===== config.mk =====
export PLATFORM = sky130hd
export DESIGN_NAME = glyph_run_hit_test_and_selection_flat
export DESIGN_NICKNAME = d
export VERILOG_FILES = /design/src/design/glrh_pkg.sv /design/src/design/glrh_in_if.sv /design/src/design/glrh_out_if.sv /design/src/design/glrh_cfg_if.sv /design/src/design/glrh_front.sv /design/src/design/glrh_back.sv /design/src/design/glyph_run_hit_test_and_selection.sv /design/src/flat_wrapper.sv
export SDC_FILE = /design/constraint.sdc
export NUM_CORES = 1
export LEC_CHECK = 0
export BUFFER_PORTS_ARGS = -buffer_cell sky130_fd_sc_hd__buf_2
export CORE_MARGIN = 2
export CORE_UTILIZATION = 32
export CTS_CLUSTER_DIAMETER = 60
export DETAILED_ROUTE_END_ITERATION = 8
export SLEW_MARGIN = 20
export SYNTH_ARGS = -nofsm -noshare
export SYNTH_HDL_FRONTEND = slang
export SYNTH_SLANG_ARGS = --single-unit

===== constraint.sdc =====
create_clock -name clk -period 7.7 [get_ports clk]
set_input_delay 1.54 -clock clk [delete_from_list [all_inputs] [get_ports clk]]
set_output_delay 1.54 -clock clk [all_outputs]
set_load 0.05 [all_outputs]

===== src/design/glrh_pkg.sv =====
`default_nettype none
package glrh_pkg;

  // Configuration register indexes
  localparam int unsigned CFG_ADDR_W = 3;
  localparam logic [CFG_ADDR_W-1:0] REG_QUERY_X     = 3'd0;
  localparam logic [CFG_ADDR_W-1:0] REG_QUERY_INDEX = 3'd1;
  localparam logic [CFG_ADDR_W-1:0] REG_SEL_LO      = 3'd2;
  localparam logic [CFG_ADDR_W-1:0] REG_SEL_HI      = 3'd3;
  localparam logic [CFG_ADDR_W-1:0] REG_SRC_LEN     = 3'd4;
  localparam logic [CFG_ADDR_W-1:0] REG_MAX_SPANS   = 3'd5;

  // Fixed field widths
  localparam int unsigned ADV_W   = 16;
  localparam int unsigned SPANS_W = 8;

  // Result kinds
  localparam logic KIND_SPAN    = 1'b0;
  localparam logic KIND_SUMMARY = 1'b1;

  // What one queued bundle carries
  typedef struct packed {
    logic has_span;
    logic has_sum;
  } res_flags_t;

endpackage
`default_nettype wire


===== src/design/glrh_in_if.sv =====
`default_nettype none
interface glrh_in_if #(
  parameter int unsigned INDEX_BITS = 16
);
  logic                         valid;
  logic                         ready;
  logic                         glyph_present;
  logic signed [INDEX_BITS:0]   cluster_index;
  logic signed [15:0]           advance;
  logic                         end_of_string;

  modport source (output valid, glyph_present, cluster_index, advance, end_of_string,
                  input ready);
  modport sink   (input valid, glyph_present, cluster_index, advance, end_of_string,
                  output ready);
endinterface
`default_nettype wire


===== src/design/glrh_out_if.sv =====
`default_nettype none
interface glrh_out_if #(
  parameter int unsigned PEN_BITS   = 24,
  parameter int unsigned INDEX_BITS = 16
);
  logic                         valid;
  logic                         ready;
  logic                         result_kind;
  logic signed [PEN_BITS-1:0]   span_start;
  logic signed [PEN_BITS-1:0]   span_end;
  logic signed [PEN_BITS-1:0]   total_width;
  logic signed [INDEX_BITS:0]   hit_index;
  logic signed [PEN_BITS-1:0]   index_x;
  logic                         last_result;

  modport source (output valid, result_kind, span_start, span_end, total_width,
                  hit_index, index_x, last_result,
                  input ready);
  modport sink   (input valid, result_kind, span_start, span_end, total_width,
                  hit_index, index_x, last_result,
                  output ready);
endinterface
`default_nettype wire


===== src/design/glrh_cfg_if.sv =====
`default_nettype none
interface glrh_cfg_if #(
  parameter int unsigned DATA_W = 24
);
  logic              valid;
  logic              ready;
  logic [2:0]        addr;
  logic [DATA_W-1:0] data;

  modport source (output valid, addr, data, input ready);
  modport sink   (input valid, addr, data, output ready);
endinterface
`default_nettype wire


===== src/design/glrh_front.sv =====
`default_nettype none
module glrh_front #(
  parameter int unsigned PEN_BITS   = 24,
  parameter int unsigned INDEX_BITS = 16
) (
  input  wire logic                           clk,
  input  wire logic                           rst_n,
  glrh_in_if.sink                             in_ch,
  input  wire logic signed [PEN_BITS-1:0]     query_x,
  input  wire logic [INDEX_BITS-1:0]          query_index,
  input  wire logic [INDEX_BITS-1:0]          sel_lo,
  input  wire logic [INDEX_BITS-1:0]          sel_hi,
  input  wire logic [INDEX_BITS-1:0]          src_len,
  input  wire logic [glrh_pkg::SPANS_W-1:0]   max_spans,
  input  wire logic                           q_ready,
  output logic                                push,
  output glrh_pkg::res_flags_t                push_flags,
  output logic signed [PEN_BITS-1:0]          push_span_start,
  output logic signed [PEN_BITS-1:0]          push_span_end,
  output logic signed [PEN_BITS-1:0]          push_total,
  output logic signed [INDEX_BITS:0]          push_hit,
  output logic signed [PEN_BITS-1:0]          push_index_x
);
  import glrh_pkg::*;

  localparam logic signed [PEN_BITS-1:0] PEN_MAX = {1'b0, {(PEN_BITS-1){1'b1}}};
  localparam logic signed [PEN_BITS-1:0] PEN_MIN = {1'b1, {(PEN_BITS-1){1'b0}}};
  localparam logic signed [INDEX_BITS:0] NO_HIT  = '1;

  logic signed [PEN_BITS-1:0] pen_r, pen_nxt;
  logic                       insel_r, insel_nxt;
  logic signed [PEN_BITS-1:0] start_r, start_nxt;
  logic [SPANS_W-1:0]         spans_r, spans_nxt;
  logic                       hit_done_r, hit_done_nxt;
  logic signed [INDEX_BITS:0] hit_val_r, hit_val_nxt;
  logic                       idx_found_r, idx_found_nxt;
  logic signed [PEN_BITS-1:0] idx_pen_r, idx_pen_nxt;

  logic                       accept;
  logic signed [PEN_BITS:0]   sum_w;
  logic signed [PEN_BITS-1:0] next_pen;
  logic                       neg;
  logic [INDEX_BITS-1:0]      clu;
  logic                       enabled, sel;
  logic                       span_run, span_eos;

  assign in_ch.ready = q_ready;
  assign accept      = in_ch.valid && q_ready;

  assign sum_w = $signed({pen_r[PEN_BITS-1], pen_r})
               + $signed({{(PEN_BITS+1-ADV_W){in_ch.advance[ADV_W-1]}}, in_ch.advance});
  assign next_pen = (sum_w[PEN_BITS] != sum_w[PEN_BITS-1])
                  ? (sum_w[PEN_BITS] ? PEN_MIN : PEN_MAX)
                  : sum_w[PEN_BITS-1:0];

  assign neg     = in_ch.cluster_index[INDEX_BITS];
  assign clu     = in_ch.cluster_index[INDEX_BITS-1:0];
  assign enabled = (max_spans != '0) && (sel_hi > sel_lo);
  assign sel     = enabled && !neg && (clu >= sel_lo) && (clu < sel_hi);

  always_comb begin
    pen_nxt       = pen_r;
    insel_nxt     = insel_r;
    start_nxt     = start_r;
    spans_nxt     = spans_r;
    hit_done_nxt  = hit_done_r;
    hit_val_nxt   = hit_val_r;
    idx_found_nxt = idx_found_r;
    idx_pen_nxt   = idx_pen_r;
    span_run      = 1'b0;
    span_eos      = 1'b0;

    if (in_ch.glyph_present) begin
      if (sel && !insel_r) begin
        start_nxt = pen_r;
        insel_nxt = 1'b1;
      end else if (!sel && insel_r) begin
        if (spans_r < max_spans) begin
          span_run  = 1'b1;
          spans_nxt = spans_r + 1'b1;
        end
        insel_nxt = 1'b0;
      end
      if (!hit_done_r && (query_x < next_pen)) begin
        hit_done_nxt = 1'b1;
        hit_val_nxt  = (neg || (clu >= src_len)) ? NO_HIT : in_ch.cluster_index;
      end
      if (!idx_found_r && !neg && (clu == query_index)) begin
        idx_found_nxt = 1'b1;
        idx_pen_nxt   = pen_r;
      end
      pen_nxt = next_pen;
    end

    if (in_ch.end_of_string) begin
      span_eos = insel_nxt && (spans_nxt < max_spans);
    end

    // Summary from the updated state, span from whichever case closed a run
    push_flags.has_span = span_run || span_eos;
    push_flags.has_sum  = in_ch.end_of_string;
    push_span_start     = span_run ? start_r : start_nxt;
    push_span_end       = span_run ? pen_r : pen_nxt;
    push_total          = pen_nxt;
    push_hit            = hit_done_nxt ? hit_val_nxt : NO_HIT;
    push_index_x        = idx_found_nxt ? idx_pen_nxt : pen_nxt;

    // Start the next string afresh
    if (in_ch.end_of_string) begin
      pen_nxt       = '0;
      insel_nxt     = 1'b0;
      start_nxt     = '0;
      spans_nxt     = '0;
      hit_done_nxt  = 1'b0;
      hit_val_nxt   = NO_HIT;
      idx_found_nxt = 1'b0;
      idx_pen_nxt   = '0;
    end
  end

  assign push = accept && (push_flags.has_span || push_flags.has_sum);

  always_ff @(posedge clk) begin
    if (!rst_n) begin
      pen_r       <= '0;
      insel_r     <= 1'b0;
      start_r     <= '0;
      spans_r     <= '0;
      hit_done_r  <= 1'b0;
      hit_val_r   <= NO_HIT;
      idx_found_r <= 1'b0;
      idx_pen_r   <= '0;
    end else if (accept) begin
      pen_r       <= pen_nxt;
      insel_r     <= insel_nxt;
      start_r     <= start_nxt;
      spans_r     <= spans_nxt;
      hit_done_r  <= hit_done_nxt;
      hit_val_r   <= hit_val_nxt;
      idx_found_r <= idx_found_nxt;
      idx_pen_r   <= idx_pen_nxt;
    end
  end

  a_spans_bounded: assert property (@(posedge clk) disable iff (!rst_n)
    (accept && push_flags.has_span) |-> (spans_r < max_spans))
    else $error("span emitted beyond limit");
  a_hit_cleared: assert property (@(posedge clk) disable iff (!rst_n)
    !hit_done_r |-> (hit_val_r == NO_HIT))
    else $error("hit value set without hit");
  a_eos_clears: assert property (@(posedge clk) disable iff (!rst_n)
    (accept && in_ch.end_of_string) |=> (pen_r == '0) && !insel_r && (spans_r == '0))
    else $error("string state not cleared at end of string");

endmodule
`default_nettype wire


===== src/design/glrh_back.sv =====
`default_nettype none
module glrh_back #(
  parameter int unsigned PEN_BITS    = 24,
  parameter int unsigned INDEX_BITS  = 16,
  parameter int unsigned QUEUE_DEPTH = 4
) (
  input  wire logic                           clk,
  input  wire logic                           rst_n,
  input  wire logic                           push,
  input  wire glrh_pkg::res_flags_t           push_flags,
  input  wire logic signed [PEN_BITS-1:0]     push_span_start,
  input  wire logic signed [PEN_BITS-1:0]     push_span_end,
  input  wire logic signed [PEN_BITS-1:0]     push_total,
  input  wire logic signed [INDEX_BITS:0]     push_hit,
  input  wire logic signed [PEN_BITS-1:0]     push_index_x,
  output logic                                q_ready,
  glrh_out_if.source                          out_ch
);
  import glrh_pkg::*;

  localparam int unsigned PTR_W = $clog2(QUEUE_DEPTH);
  localparam int unsigned CNT_W = $clog2(QUEUE_DEPTH + 1);
  localparam logic [PTR_W-1:0] LAST_PTR = PTR_W'(QUEUE_DEPTH - 1);
  localparam logic [CNT_W-1:0] FULL_CNT = CNT_W'(QUEUE_DEPTH);

  res_flags_t                 flags_q [QUEUE_DEPTH];
  logic signed [PEN_BITS-1:0] start_q [QUEUE_DEPTH];
  logic signed [PEN_BITS-1:0] end_q   [QUEUE_DEPTH];
  logic signed [PEN_BITS-1:0] total_q [QUEUE_DEPTH];
  logic signed [INDEX_BITS:0] hit_q   [QUEUE_DEPTH];
  logic signed [PEN_BITS-1:0] ix_q    [QUEUE_DEPTH];

  logic [PTR_W-1:0] wr_ptr_r, wr_ptr_nxt;
  logic [PTR_W-1:0] rd_ptr_r, rd_ptr_nxt;
  logic [CNT_W-1:0] cnt_r, cnt_nxt;
  logic             phase_r, phase_nxt;

  res_flags_t head;
  logic       send_span;
  logic       out_fire;
  logic       pop;

  assign q_ready = (cnt_r != FULL_CNT);
  assign head    = flags_q[rd_ptr_r];

  // Span goes first when the bundle has one and it has not yet left
  assign send_span = head.has_span && !phase_r;

  always_comb begin
    out_ch.valid       = (cnt_r != '0);
    out_ch.result_kind = send_span ? KIND_SPAN : KIND_SUMMARY;
    out_ch.span_start  = send_span ? start_q[rd_ptr_r] : '0;
    out_ch.span_end    = send_span ? end_q[rd_ptr_r] : '0;
    out_ch.total_width = send_span ? '0 : total_q[rd_ptr_r];
    out_ch.hit_index   = send_span ? '0 : hit_q[rd_ptr_r];
    out_ch.index_x     = send_span ? '0 : ix_q[rd_ptr_r];
    out_ch.last_result = !send_span || !head.has_sum;
  end

  assign out_fire = out_ch.valid && out_ch.ready;
  assign pop      = out_fire && out_ch.last_result;

  always_comb begin
    wr_ptr_nxt = wr_ptr_r;
    rd_ptr_nxt = rd_ptr_r;
    cnt_nxt    = cnt_r;
    phase_nxt  = phase_r;
    if (push) begin
      wr_ptr_nxt = (wr_ptr_r == LAST_PTR) ? '0 : wr_ptr_r + 1'b1;
    end
    if (pop) begin
      rd_ptr_nxt = (rd_ptr_r == LAST_PTR) ? '0 : rd_ptr_r + 1'b1;
      phase_nxt  = 1'b0;
    end else if (out_fire) begin
      phase_nxt = 1'b1;
    end
    if (push && !pop) begin
      cnt_nxt = cnt_r + 1'b1;
    end else if (pop && !push) begin
      cnt_nxt = cnt_r - 1'b1;
    end
  end

  always_ff @(posedge clk) begin
    if (!rst_n) begin
      wr_ptr_r <= '0;
      rd_ptr_r <= '0;
      cnt_r    <= '0;
      phase_r  <= 1'b0;
    end else begin
      wr_ptr_r <= wr_ptr_nxt;
      rd_ptr_r <= rd_ptr_nxt;
      cnt_r    <= cnt_nxt;
      phase_r  <= phase_nxt;
    end
  end

  always_ff @(posedge clk) begin
    if (push) begin
      flags_q[wr_ptr_r] <= push_flags;
      start_q[wr_ptr_r] <= push_span_start;
      end_q[wr_ptr_r]   <= push_span_end;
      total_q[wr_ptr_r] <= push_total;
      hit_q[wr_ptr_r]   <= push_hit;
      ix_q[wr_ptr_r]    <= push_index_x;
    end
  end

  a_cnt_bounded: assert property (@(posedge clk) disable iff (!rst_n)
    cnt_r <= FULL_CNT)
    else $error("queue count beyond depth");
  a_push_room: assert property (@(posedge clk) disable iff (!rst_n)
    push |-> (cnt_r != FULL_CNT))
    else $error("push into full queue");
  a_phase_head: assert property (@(posedge clk) disable iff (!rst_n)
    phase_r |-> (cnt_r != '0) && head.has_span && head.has_sum)
    else $error("second half pending without a two-result bundle");

endmodule
`default_nettype wire


===== src/design/glyph_run_hit_test_and_selection.sv =====
`default_nettype none
// Channel   Dir  Handshake        Payload
// in_ch     in   valid/ready      glyph_present, cluster_index, advance, end_of_string
// out_ch    out  valid/ready      result_kind, span_start, span_end, total_width,
//                                 hit_index, index_x, last_result
// cfg_ch    in   valid/ready      addr (register index), data
//
// One glyph is taken per cycle while the result queue has room; the front updates the
// pen and selection state in the cycle of acceptance and queues at most one bundle.
// A bundle holding both a span and a summary leaves as two results, span first,
// one result per cycle while out_ch is ready; a glyph's results queue on acceptance.
// Reset is synchronous; cfg_ch is always ready and needs no clearing pass.
// A stalled out_ch backs the queue up; in_ch ready drops only when QUEUE_DEPTH
// bundles are waiting.
module glyph_run_hit_test_and_selection #(
  parameter int unsigned PEN_BITS    = 24,
  parameter int unsigned INDEX_BITS  = 16,
  parameter int unsigned QUEUE_DEPTH = 4
) (
  input  wire logic  clk,
  input  wire logic  rst_n,
  glrh_in_if.sink    in_ch,
  glrh_out_if.source out_ch,
  glrh_cfg_if.sink   cfg_ch
);
  import glrh_pkg::*;

  logic signed [PEN_BITS-1:0] query_x_r;
  logic [INDEX_BITS-1:0]      query_index_r;
  logic [INDEX_BITS-1:0]      sel_lo_r;
  logic [INDEX_BITS-1:0]      sel_hi_r;
  logic [INDEX_BITS-1:0]      src_len_r;
  logic [SPANS_W-1:0]         max_spans_r;

  logic                       q_ready;
  logic                       push;
  res_flags_t                 push_flags;
  logic signed [PEN_BITS-1:0] push_span_start;
  logic signed [PEN_BITS-1:0] push_span_end;
  logic signed [PEN_BITS-1:0] push_total;
  logic signed [INDEX_BITS:0] push_hit;
  logic signed [PEN_BITS-1:0] push_index_x;

  // Register writes are never stalled
  assign cfg_ch.ready = 1'b1;

  // Unknown register indexes are dropped
  always_ff @(posedge clk) begin
    if (!rst_n) begin
      query_x_r     <= '0;
      query_index_r <= '0;
      sel_lo_r      <= '0;
      sel_hi_r      <= '0;
      src_len_r     <= '0;
      max_spans_r   <= '0;
    end else if (cfg_ch.valid) begin
      unique case (cfg_ch.addr)
        REG_QUERY_X:     query_x_r     <= cfg_ch.data[PEN_BITS-1:0];
        REG_QUERY_INDEX: query_index_r <= cfg_ch.data[INDEX_BITS-1:0];
        REG_SEL_LO:      sel_lo_r      <= cfg_ch.data[INDEX_BITS-1:0];
        REG_SEL_HI:      sel_hi_r      <= cfg_ch.data[INDEX_BITS-1:0];
        REG_SRC_LEN:     src_len_r     <= cfg_ch.data[INDEX_BITS-1:0];
        REG_MAX_SPANS:   max_spans_r   <= cfg_ch.data[SPANS_W-1:0];
        default: ;
      endcase
    end
  end

  // Front: pen, selection runs, hit test and index lookup
  glrh_front #(
    .PEN_BITS   (PEN_BITS),
    .INDEX_BITS (INDEX_BITS)
  ) u_front (
    .clk             (clk),
    .rst_n           (rst_n),
    .in_ch           (in_ch),
    .query_x         (query_x_r),
    .query_index     (query_index_r),
    .sel_lo          (sel_lo_r),
    .sel_hi          (sel_hi_r),
    .src_len         (src_len_r),
    .max_spans       (max_spans_r),
    .q_ready         (q_ready),
    .push            (push),
    .push_flags      (push_flags),
    .push_span_start (push_span_start),
    .push_span_end   (push_span_end),
    .push_total      (push_total),
    .push_hit        (push_hit),
    .push_index_x    (push_index_x)
  );

  // Back: bundle queue and result sequencing
  glrh_back #(
    .PEN_BITS    (PEN_BITS),
    .INDEX_BITS  (INDEX_BITS),
    .QUEUE_DEPTH (QUEUE_DEPTH)
  ) u_back (
    .clk             (clk),
    .rst_n           (rst_n),
    .push            (push),
    .push_flags      (push_flags),
    .push_span_start (push_span_start),
    .push_span_end   (push_span_end),
    .push_total      (push_total),
    .push_hit        (push_hit),
    .push_index_x    (push_index_x),
    .q_ready         (q_ready),
    .out_ch          (out_ch)
  );

endmodule
`default_nettype wire

===== src/flat_wrapper.sv =====
// flat-port wrapper written by rule: the top's interface ports become plain ports
module glyph_run_hit_test_and_selection_flat import glrh_pkg::*;
#(
  parameter int unsigned PEN_BITS    = 24,
  parameter int unsigned INDEX_BITS  = 16,
  parameter int unsigned QUEUE_DEPTH = 4
)
  (clk, rst_n, in_ch_valid, in_ch_glyph_present, in_ch_cluster_index, in_ch_advance, in_ch_end_of_string, in_ch_ready, out_ch_valid, out_ch_result_kind, out_ch_span_start, out_ch_span_end, out_ch_total_width, out_ch_hit_index, out_ch_index_x, out_ch_last_result, out_ch_ready, cfg_ch_valid, cfg_ch_addr, cfg_ch_data, cfg_ch_ready);
  glrh_in_if #(.INDEX_BITS(INDEX_BITS)) in_ch_i ();
  glrh_out_if #(.PEN_BITS(PEN_BITS), .INDEX_BITS(INDEX_BITS)) out_ch_i ();
  glrh_cfg_if cfg_ch_i ();
  input  wire logic clk;
  input  wire logic rst_n;
  input wire logic [$bits(in_ch_i.valid)-1:0] in_ch_valid;
  input wire logic [$bits(in_ch_i.glyph_present)-1:0] in_ch_glyph_present;
  input wire logic [$bits(in_ch_i.cluster_index)-1:0] in_ch_cluster_index;
  input wire logic [$bits(in_ch_i.advance)-1:0] in_ch_advance;
  input wire logic [$bits(in_ch_i.end_of_string)-1:0] in_ch_end_of_string;
  output wire logic [$bits(in_ch_i.ready)-1:0] in_ch_ready;
  output wire logic [$bits(out_ch_i.valid)-1:0] out_ch_valid;
  output wire logic [$bits(out_ch_i.result_kind)-1:0] out_ch_result_kind;
  output wire logic [$bits(out_ch_i.span_start)-1:0] out_ch_span_start;
  output wire logic [$bits(out_ch_i.span_end)-1:0] out_ch_span_end;
  output wire logic [$bits(out_ch_i.total_width)-1:0] out_ch_total_width;
  output wire logic [$bits(out_ch_i.hit_index)-1:0] out_ch_hit_index;
  output wire logic [$bits(out_ch_i.index_x)-1:0] out_ch_index_x;
  output wire logic [$bits(out_ch_i.last_result)-1:0] out_ch_last_result;
  input wire logic [$bits(out_ch_i.ready)-1:0] out_ch_ready;
  input wire logic [$bits(cfg_ch_i.valid)-1:0] cfg_ch_valid;
  input wire logic [$bits(cfg_ch_i.addr)-1:0] cfg_ch_addr;
  input wire logic [$bits(cfg_ch_i.data)-1:0] cfg_ch_data;
  output wire logic [$bits(cfg_ch_i.ready)-1:0] cfg_ch_ready;
  assign in_ch_i.valid = in_ch_valid;
  assign in_ch_i.glyph_present = in_ch_glyph_present;
  assign in_ch_i.cluster_index = in_ch_cluster_index;
  assign in_ch_i.advance = in_ch_advance;
  assign in_ch_i.end_of_string = in_ch_end_of_string;
  assign in_ch_ready = in_ch_i.ready;
  assign out_ch_valid = out_ch_i.valid;
  assign out_ch_result_kind = out_ch_i.result_kind;
  assign out_ch_span_start = out_ch_i.span_start;
  assign out_ch_span_end = out_ch_i.span_end;
  assign out_ch_total_width = out_ch_i.total_width;
  assign out_ch_hit_index = out_ch_i.hit_index;
  assign out_ch_index_x = out_ch_i.index_x;
  assign out_ch_last_result = out_ch_i.last_result;
  assign out_ch_i.ready = out_ch_ready;
  assign cfg_ch_i.valid = cfg_ch_valid;
  assign cfg_ch_i.addr = cfg_ch_addr;
  assign cfg_ch_i.data = cfg_ch_data;
  assign cfg_ch_ready = cfg_ch_i.ready;
  glyph_run_hit_test_and_selection #(.PEN_BITS(PEN_BITS), .INDEX_BITS(INDEX_BITS), .QUEUE_DEPTH(QUEUE_DEPTH)) u_core (.clk(clk), .rst_n(rst_n), .in_ch(in_ch_i), .out_ch(out_ch_i), .cfg_ch(cfg_ch_i));
endmodule

==> impl_metrics.json, run 1 <==
{
  "synthArstFlopShare": 0,
  "synth_commonest_cells": "edfxtp_1, nand2_1, dfxtp_1",
  "wire_per_inst_um": 22.28,
  "status": "finished, final reports clean",
  "yosysSeqAreaShare": 0.5826,
  "critPathArrivalTime_ns": 6.96,
  "fin_area_mm2": 0.03571,
  "numCtsBuffers": 77,
  "tightest_slew_ns": 1.083,
  "worstPathRequired_ns": 8.01,
  "place.gp.congestion": 0.9257,
  "synthCells": 2369,
  "rows": 113,
  "dieArea_mm2": 0.09870,
  "rsz0062_at_grt": "false",
  "grt_pass1_wl_um": 126600,
  "gr-usage-all-layers": 0.1719,
  "fp.dieW_um": 314.2,
  "drive_gt1_frac": 0.2029,
  "antenna_found_initial": 10,
  "start_kind": "primary input",
  "cp_max_fo": 16,
  "synth_area_mm2": 0.03079,
  "dp_hpwl_um": 59740,
  "initial_core_util": 0.3235,
  "yosys-top-cells-area": "edfxtp_1, dfxtp_1, mux4_2, ha_1, nand2_1",
  "worstHoldPathType": "reg2reg",
  "portBuffers": 183,
  "cts_tree": "done",
  "routed-via-count": 19800,
  "hold_buffers": 0,
  "setup_viol": 0,
  "overflow": 0,
  "cts.repair.resized": 0,
  "cts.sinks": 666,
  "post_cts_buffers": 0,
  "cp-end-kind": "flip-flop",
  "powerDensity_mw_per_mm2": 292.9,
  "synth_nets": 2569,
  "synth_flop_cell": "edfxtp_1",
  "min_period_over_period": 0.8645,
  "grt_pass1_vias": 19290,
  "die_h_um": 314.2,
  "grt_max_degree": 126,
  "syn_avg_cell_area_um2": 13.00,
  "min_period_ns": 6.656,
  "wirelength_um": 86290,
  "nets": 2750,
  "clock_latency_ns": 0.63,
  "clock.fmax_mhz": 150.2,
  "first_pass_iters": 5,
  "drt_iter0_drc": 1405,
  "ys_ff_latch": 666,
  "worst_clock_skew_ns": 0.03772,
  "ant_nets": 0,
  "cts_root_buffer": "clkbuf_16",
  "ys_types": 83,
  "yosys_warnings": 0,
  "path_class": "in2reg",
  "synth.top_cell.area_share": 0.4487,
  "cts.htree.levels": 3,
  "fin_setup_tns_ns": 0,
  "synth-edff-count": 460,
  "p_leak_nw": 12.74,
  "clk_pin_slew_worst_paths_ns": 0.05,
  "slew_violations": 0,
  "yosys.area.top_type": "edfxtp_1",
  "area_growth_pct": 16.01,
  "drc": 0,
  "placed_area_mm2": 0.03317,
  "hold_viol": 0,
  "maxCapViolations": 0,
  "clk_path_buf_depth": 3,
  "timing.slew.headroom": 0.2574,
  "filler_cell_count": 9082,
  "vias_per_cell": 5.111,
  "yosys.cell_count.top_type": "edfxtp_1",
  "irDropWorstVdd_uv": 178.6,
  "core_area_mm2": 0.09515,
  "io_pins": 185
}
## path summary, 6_finish.rpt
check / endpoint / cells after the start / slack, ns / startpoint
worst min register to register: u_core.src_len_r[10] / 2 / 0.46 / u_core.src_len_r[10]
worst min-delay path: u_core.src_len_r[10] / 2 / 0.46 / u_core.src_len_r[10]
worst max register to register: u_core.u_back.hit_q[0][16] / 20 / 1.52 / u_core.u_front.pen_r[0]
worst max-delay path: u_core.u_back.hit_q[0][16] / 21 / 1.04 / in_ch_advance[0]
## power breakdown
group	total [mW]	switching (mW)	internal (mW)	leakage, nW
clock	3.64	1.46	2.18	1.23
sequential	4.11	0.112	3.99	5.92
combinational	2.72	1.90	0.820	5.59
## logic make-up after synthesis
logic type | after synthesis | share of synthesized area
AO/OA/AOI/OAI | 468 | 0.1108
XOR/XNOR | 44 | 0.01252
adder cells (fa/ha/maj) | 148 | 0.05950
buffers and inverters | 225 | 0.02898
flip-flops | 666 | 0.5826
multiplexers | 168 | 0.1027
other | 1 | 0.0001218
AND/OR/NAND/NOR | 649 | 0.1027
## worst max-delay path, stage by stage
cell and delay, ns:
buf_2 0.13, ha_1 0.24, fa_1 0.43, a211oi_1 0.33
o211ai_1 0.19, a41oi_1 0.40, a21oi_2 0.17, nor2_2 0.19
buf_4 0.21, nor2_1 0.13, a21oi_1 0.26, ha_1 0.30
a21o_1 0.18, a21o_1 0.17, a221oi_1 0.34, o21ai_0 0.16
a311oi_2 0.31, o41ai_4 0.16, o31ai_4 0.50, nand3_4 0.34
a21boi_0 0.29
## per-stage QoR
step	util	power, mW	setup WS (ns)	hold WS, ns	std cells
2_1_floorplan	-	6.128	1.216	0.4369	2369
3_3_place_gp	0.3486	6.940	0.5798	0.4508	3736
3_5_place_dp	0.3486	6.949	0.5106	0.4538	3736
4_1_cts	0.3753	10.59	1.145	0.4672	3872
5_1_grt	0.3753	10.87	0.7017	0.4826	3872
6_report	0.3753	10.46	1.044	0.4623	3873
## layer usage
layer	vias up	part of all wire	global-route usage
met2	581	0.46	0.2680
met1	9844	0.45	0.2408
li1	9223	-	-
met5	-	0.0011	0
met4	16	0.024	0.05209
met3	131	0.060	0.03524
## cells in the final DEF (no fill, tap or decap), types with 7 or more instances in the layout
master and n:
a21boi_0 101, nor2_1 85, or3_1 7, nand2_1 267, dfxtp_1 204, mux2_2 40
inv_1 104, xor2_1 17, a2bb2oi_1 7, a21oi_1 61, o211ai_1 15, nor2b_1 37
mux4_2 114, xnor2_1 27, ha_1 131, o22ai_1 10, o21ai_0 73, nor3_1 14
clkbuf_1 19, a211oi_1 13, and3_1 9, a22oi_1 30, buf_2 182, clkbuf_16 80
buf_4 32, and2_1 134, edfxtp_1 460, a22o_1 30, nor4_1 13, a21o_1 33
nand3_1 33, mux2i_1 13, nand4_1 18, o22a_1 17, o21a_1 7, nand2b_1 9
a2bb2oi_2 8, clkinv_2 7, maj3_1 13
## registers in the layout, indices dropped and copies added, names as in the netlist, named ones only
signal and flops:
u_core.u_back.phase_r 1, u_core.src_len_r 16, u_core.u_back.ix_q 96, u_core.u_back.start_q 96, u_core.u_front.hit_done_r 1, u_core.u_back.wr_ptr_r 2, u_core.u_back.cnt_r 3, u_core.u_back.rd_ptr_r 2
u_core.u_front.pen_r 24, u_core.u_back.hit_q 68, u_core.u_back.flags_q 8, u_core.u_back.end_q 96, u_core.sel_lo_r 16, u_core.sel_hi_r 16, u_core.u_back.total_q 96, u_core.u_front.spans_r 8
u_core.max_spans_r 8, u_core.query_index_r 16, u_core.u_front.insel_r 1, u_core.query_x_r 24, u_core.u_front.idx_pen_r 24, u_core.u_front.idx_found_r 1, u_core.u_front.start_r 24, u_core.u_front.hit_val_r 17
## area by class of cell
type                            count  area, um^2  area share
Timing Repair Buffer              220        1262     0.03535
Sequential cell                   666       17940      0.5025
Clock inverter                     31       381.6     0.01069
Inverter                          107       401.6     0.01125
Antenna cell                        1       2.502  0.00007007
Multi-Input combinational cell   1478       11980      0.3355
Tap cell                         1265        1583     0.04432
Clock buffer                      105        2156     0.06036
No activity file was read; power rests on OpenSTA's default activity.
==> run 2, diff against run 1 <==
--- a/config.mk
+++ b/config.mk
@@ -5,11 +5,13 @@
 export SDC_FILE = /design/constraint.sdc
 export NUM_CORES = 1
 export LEC_CHECK = 0
+export ABC_AREA = 1
 export BUFFER_PORTS_ARGS = -buffer_cell sky130_fd_sc_hd__buf_2
 export CORE_MARGIN = 2
 export CORE_UTILIZATION = 32
 export CTS_CLUSTER_DIAMETER = 60
 export DETAILED_ROUTE_END_ITERATION = 8
+export PLACE_DENSITY = 0.51
 export SLEW_MARGIN = 20
 export SYNTH_ARGS = -nofsm -noshare
 export SYNTH_HDL_FRONTEND = slang
==> constraint.sdc (replaced) <==
create_clock -name clk -period 5.8 [get_ports clk]
set_input_delay 1.16 -clock clk [delete_from_list [all_inputs] [get_ports clk]]
set_output_delay 1.16 -clock clk [all_outputs]
set_load 0.05 [all_outputs]
==> impl_metrics.json, run 2 <==
{
  "cts_tree": "done",
  "min_period_ns": 5.061,
  "clock_latency_ns": 0.64,
  "dp_hpwl_um": 59640,
  "cts.repair.resized": 0,
  "status": "finished, final reports clean",
  "final_cell_count_no_fill": 4834,
  "utilization": 0.3759,
  "drc": 0,
  "crit_slowest_cell": "ha_1",
  "yosys_warnings": 0,
  "worstHoldPathType": "reg2reg",
  "drive_gt1_frac": 0.1181,
  "clk_path_buf_depth": 3,
  "min_period_over_period": 0.8725,
  "clock.fmax_mhz": 197.6,
  "numCtsBuffers": 81,
  "cts_root_buffer": "clkbuf_16",
  "synth_commonest_cells": "nand2_1, nor2_1, o21ai_0",
  "yosys-top-cells-area": "edfxtp_1, dfxtp_1, o21ai_0, nand2_1, nor2_1",
  "filler_cell_count": 9712,
  "place.gp.congestion": 0.8710,
  "worstPathRequired_ns": 6.27,
  "wirelength_um": 92170,
  "ys_ff_latch": 666,
  "yosysSeqAreaShare": 0.5769,
  "cts.sinks": 666,
  "irDropWorstVdd_uv": 326.3,
  "portBuffers": 183,
  "rsz0062_at_grt": "false",
  "fin_hold_ws_ns": 0.4589,
  "fp.dieW_um": 315.7,
  "worst_clock_skew_ns": 0.02613,
  "antenna_found_initial": 6,
  "synthArstFlopShare": 0,
  "powerDensity_mw_per_mm2": 475.7,
  "mostFrequentLayoutCell": "nand2_1",
  "synth_nets": 3547,
  "top_layer_used": "met5",
  "drt_iter0_drc": 1867,
  "whs_path_depth": 2,
  "cp_max_fo": 17,
  "tightest_slew_ns": 1.196,
  "cpPeakStageDelay_ns": 0.34,
  "yosys.cell_count.top_type": "nand2_1",
  "syn_avg_cell_area_um2": 9.289,
  "synthCells": 3347,
  "synth_flop_cell": "edfxtp_1",
  "vias_per_cell": 4.884,
  "dieArea_mm2": 0.09967,
  "numPlacedInstances": 4685,
  "grt_max_degree": 226,
  "hold_buffers": 0,
  "rows": 114,
  "regToRegSetupSlack_ns": 0.74,
  "routed-via-count": 23610,
  "synth.top_cell.area_share": 0.4443,
  "core_area_mm2": 0.09642,
  "setup_viol": 0,
  "cp-end-kind": "flip-flop",
  "ys_types": 48,
  "wl_met2_um": 41830,
  "p_leak_nw": 14.16,
  "area_growth_pct": 16.60,
  "yosys.area.top_type": "edfxtp_1",
  "io_pins": 185,
  "setup_slack_ns": 0.7393,
  "placed_area_mm2": 0.03352,
  "post_cts_buffers": 0,
  "first_pass_iters": 7,
  "slew_violations": 0,
  "gr-usage-all-layers": 0.1821,
  "grt_pass1_vias": 21700,
  "timing.slew.headroom": 0.1942,
  "path_class": "in2reg",
  "met3_length_um": 4844,
  "critPathArrivalTime_ns": 5.53,
  "synth_area_mm2": 0.03109,
  "grt_pass1_wl_um": 137600,
  "synth-edff-count": 460,
  "fin_area_mm2": 0.03625,
  "ff2ff_path_depth": 27,
  "wire_per_inst_um": 19.07,
  "clk_pin_slew_worst_paths_ns": 0.06,
  "die_h_um": 315.7,
  "cts.htree.levels": 3,
  "dp_slack_ns": 0.1950,
  "initial_core_util": 0.3224,
  "drt-met1-wl_um": 42880,
  "overflow": 0,
  "nets": 3692,
  "ant_nets": 0,
  "start_kind": "primary input",
  "hold_viol": 0,
  "maxCapViolations": 0,
  "layout_common_cells": "nand2_1, nor2_1, o21ai_0, edfxtp_1, inv_1"
}
==> run 2: cell types whose count changed after synthesis, moves of 32 or more <==
cell / delta
o21ai_0: +392
clkbuf_1: +68
inv_1: +193
mux2_2: -40
nor2b_1: -37
and2_1: -136
a21boi_0: -100
mux4_2: -114
o22ai_1: +76
nor2_1: +406
a21oi_1: +188
nand2_1: +275
a21o_1: -32
==> run 2: report_power, final <==
part	switching [mW]	total (mW)	leakage [nW]	internal, mW
clock	2.04	5.15	1.30	3.12
sequential	0.163	5.61	5.93	5.45
combinational	5.09	6.48	6.92	1.39
total	7.29	17.2	14.2	9.96
==> run 2: logic make-up (layout without fill, tap and decap cells) <==
group | after synthesis | after routing | share of synthesized area
simple gates | 1186 | 1186 | 0.1574
compound gates | 843 | 843 | 0.1424
flops | 666 | 666 | 0.5769
buf+inv | 483 | 693 | 0.05932
fa+ha+maj | 133 | 133 | 0.05401
xor+xnor | 35 | 35 | 0.009860
other cells | 1 | 2 | 0.0001206
==> run 2: layout make-up <==
class                      count  area, um^2  share of cell area
clock buffer                 104        2176             0.06002
antenna                        1       2.502          0.00006903
sequential                   666       17940              0.4950
inverter                     303        1149             0.03169
clock inverter                44       554.3             0.01529
timing repair buffer         242        1471             0.04059
multi-input combinational   2198       11360              0.3133
tap                         1276        1597             0.04404
==> run 2: worst paths after layout <==
kind	from	end
worst max-delay path	in_ch_advance[2]	u_core.u_back.hit_q[0][9]
worst min-delay path	u_core.src_len_r[13]	u_core.src_len_r[13]
worst max register to register	u_core.u_front.pen_r[5]	u_core.u_back.hit_q[0][9]
worst min register to register	u_core.src_len_r[13]	u_core.src_len_r[13]
==> run 2: per-layer routing <==
layer  vias to the layer above  global-route usage
met5                         -                   0
li1                      11700                   -
met3                       125             0.02702
met2                       616              0.2886
met1                     11170              0.2568
met4                         6             0.05623
==> run 2: per-stage QoR <==
stage,power (mW),setup TNS (ns)
after detailed placement,12.28,0
final,17.25,0
after global placement,12.26,0
after global routing,18.10,0
after CTS,17.45,0
after floorplan,10.22,-172.06
==> run 2: worst max-delay path, delay by kind of cell <==
family / cells / cell delay [ns]
adder cells (fa/ha/maj): 2 / 0.66
AND/OR/NAND/NOR: 19 / 2.55
AO/OA/AOI/OAI: 3 / 0.51
buffers and inverters: 4 / 0.63
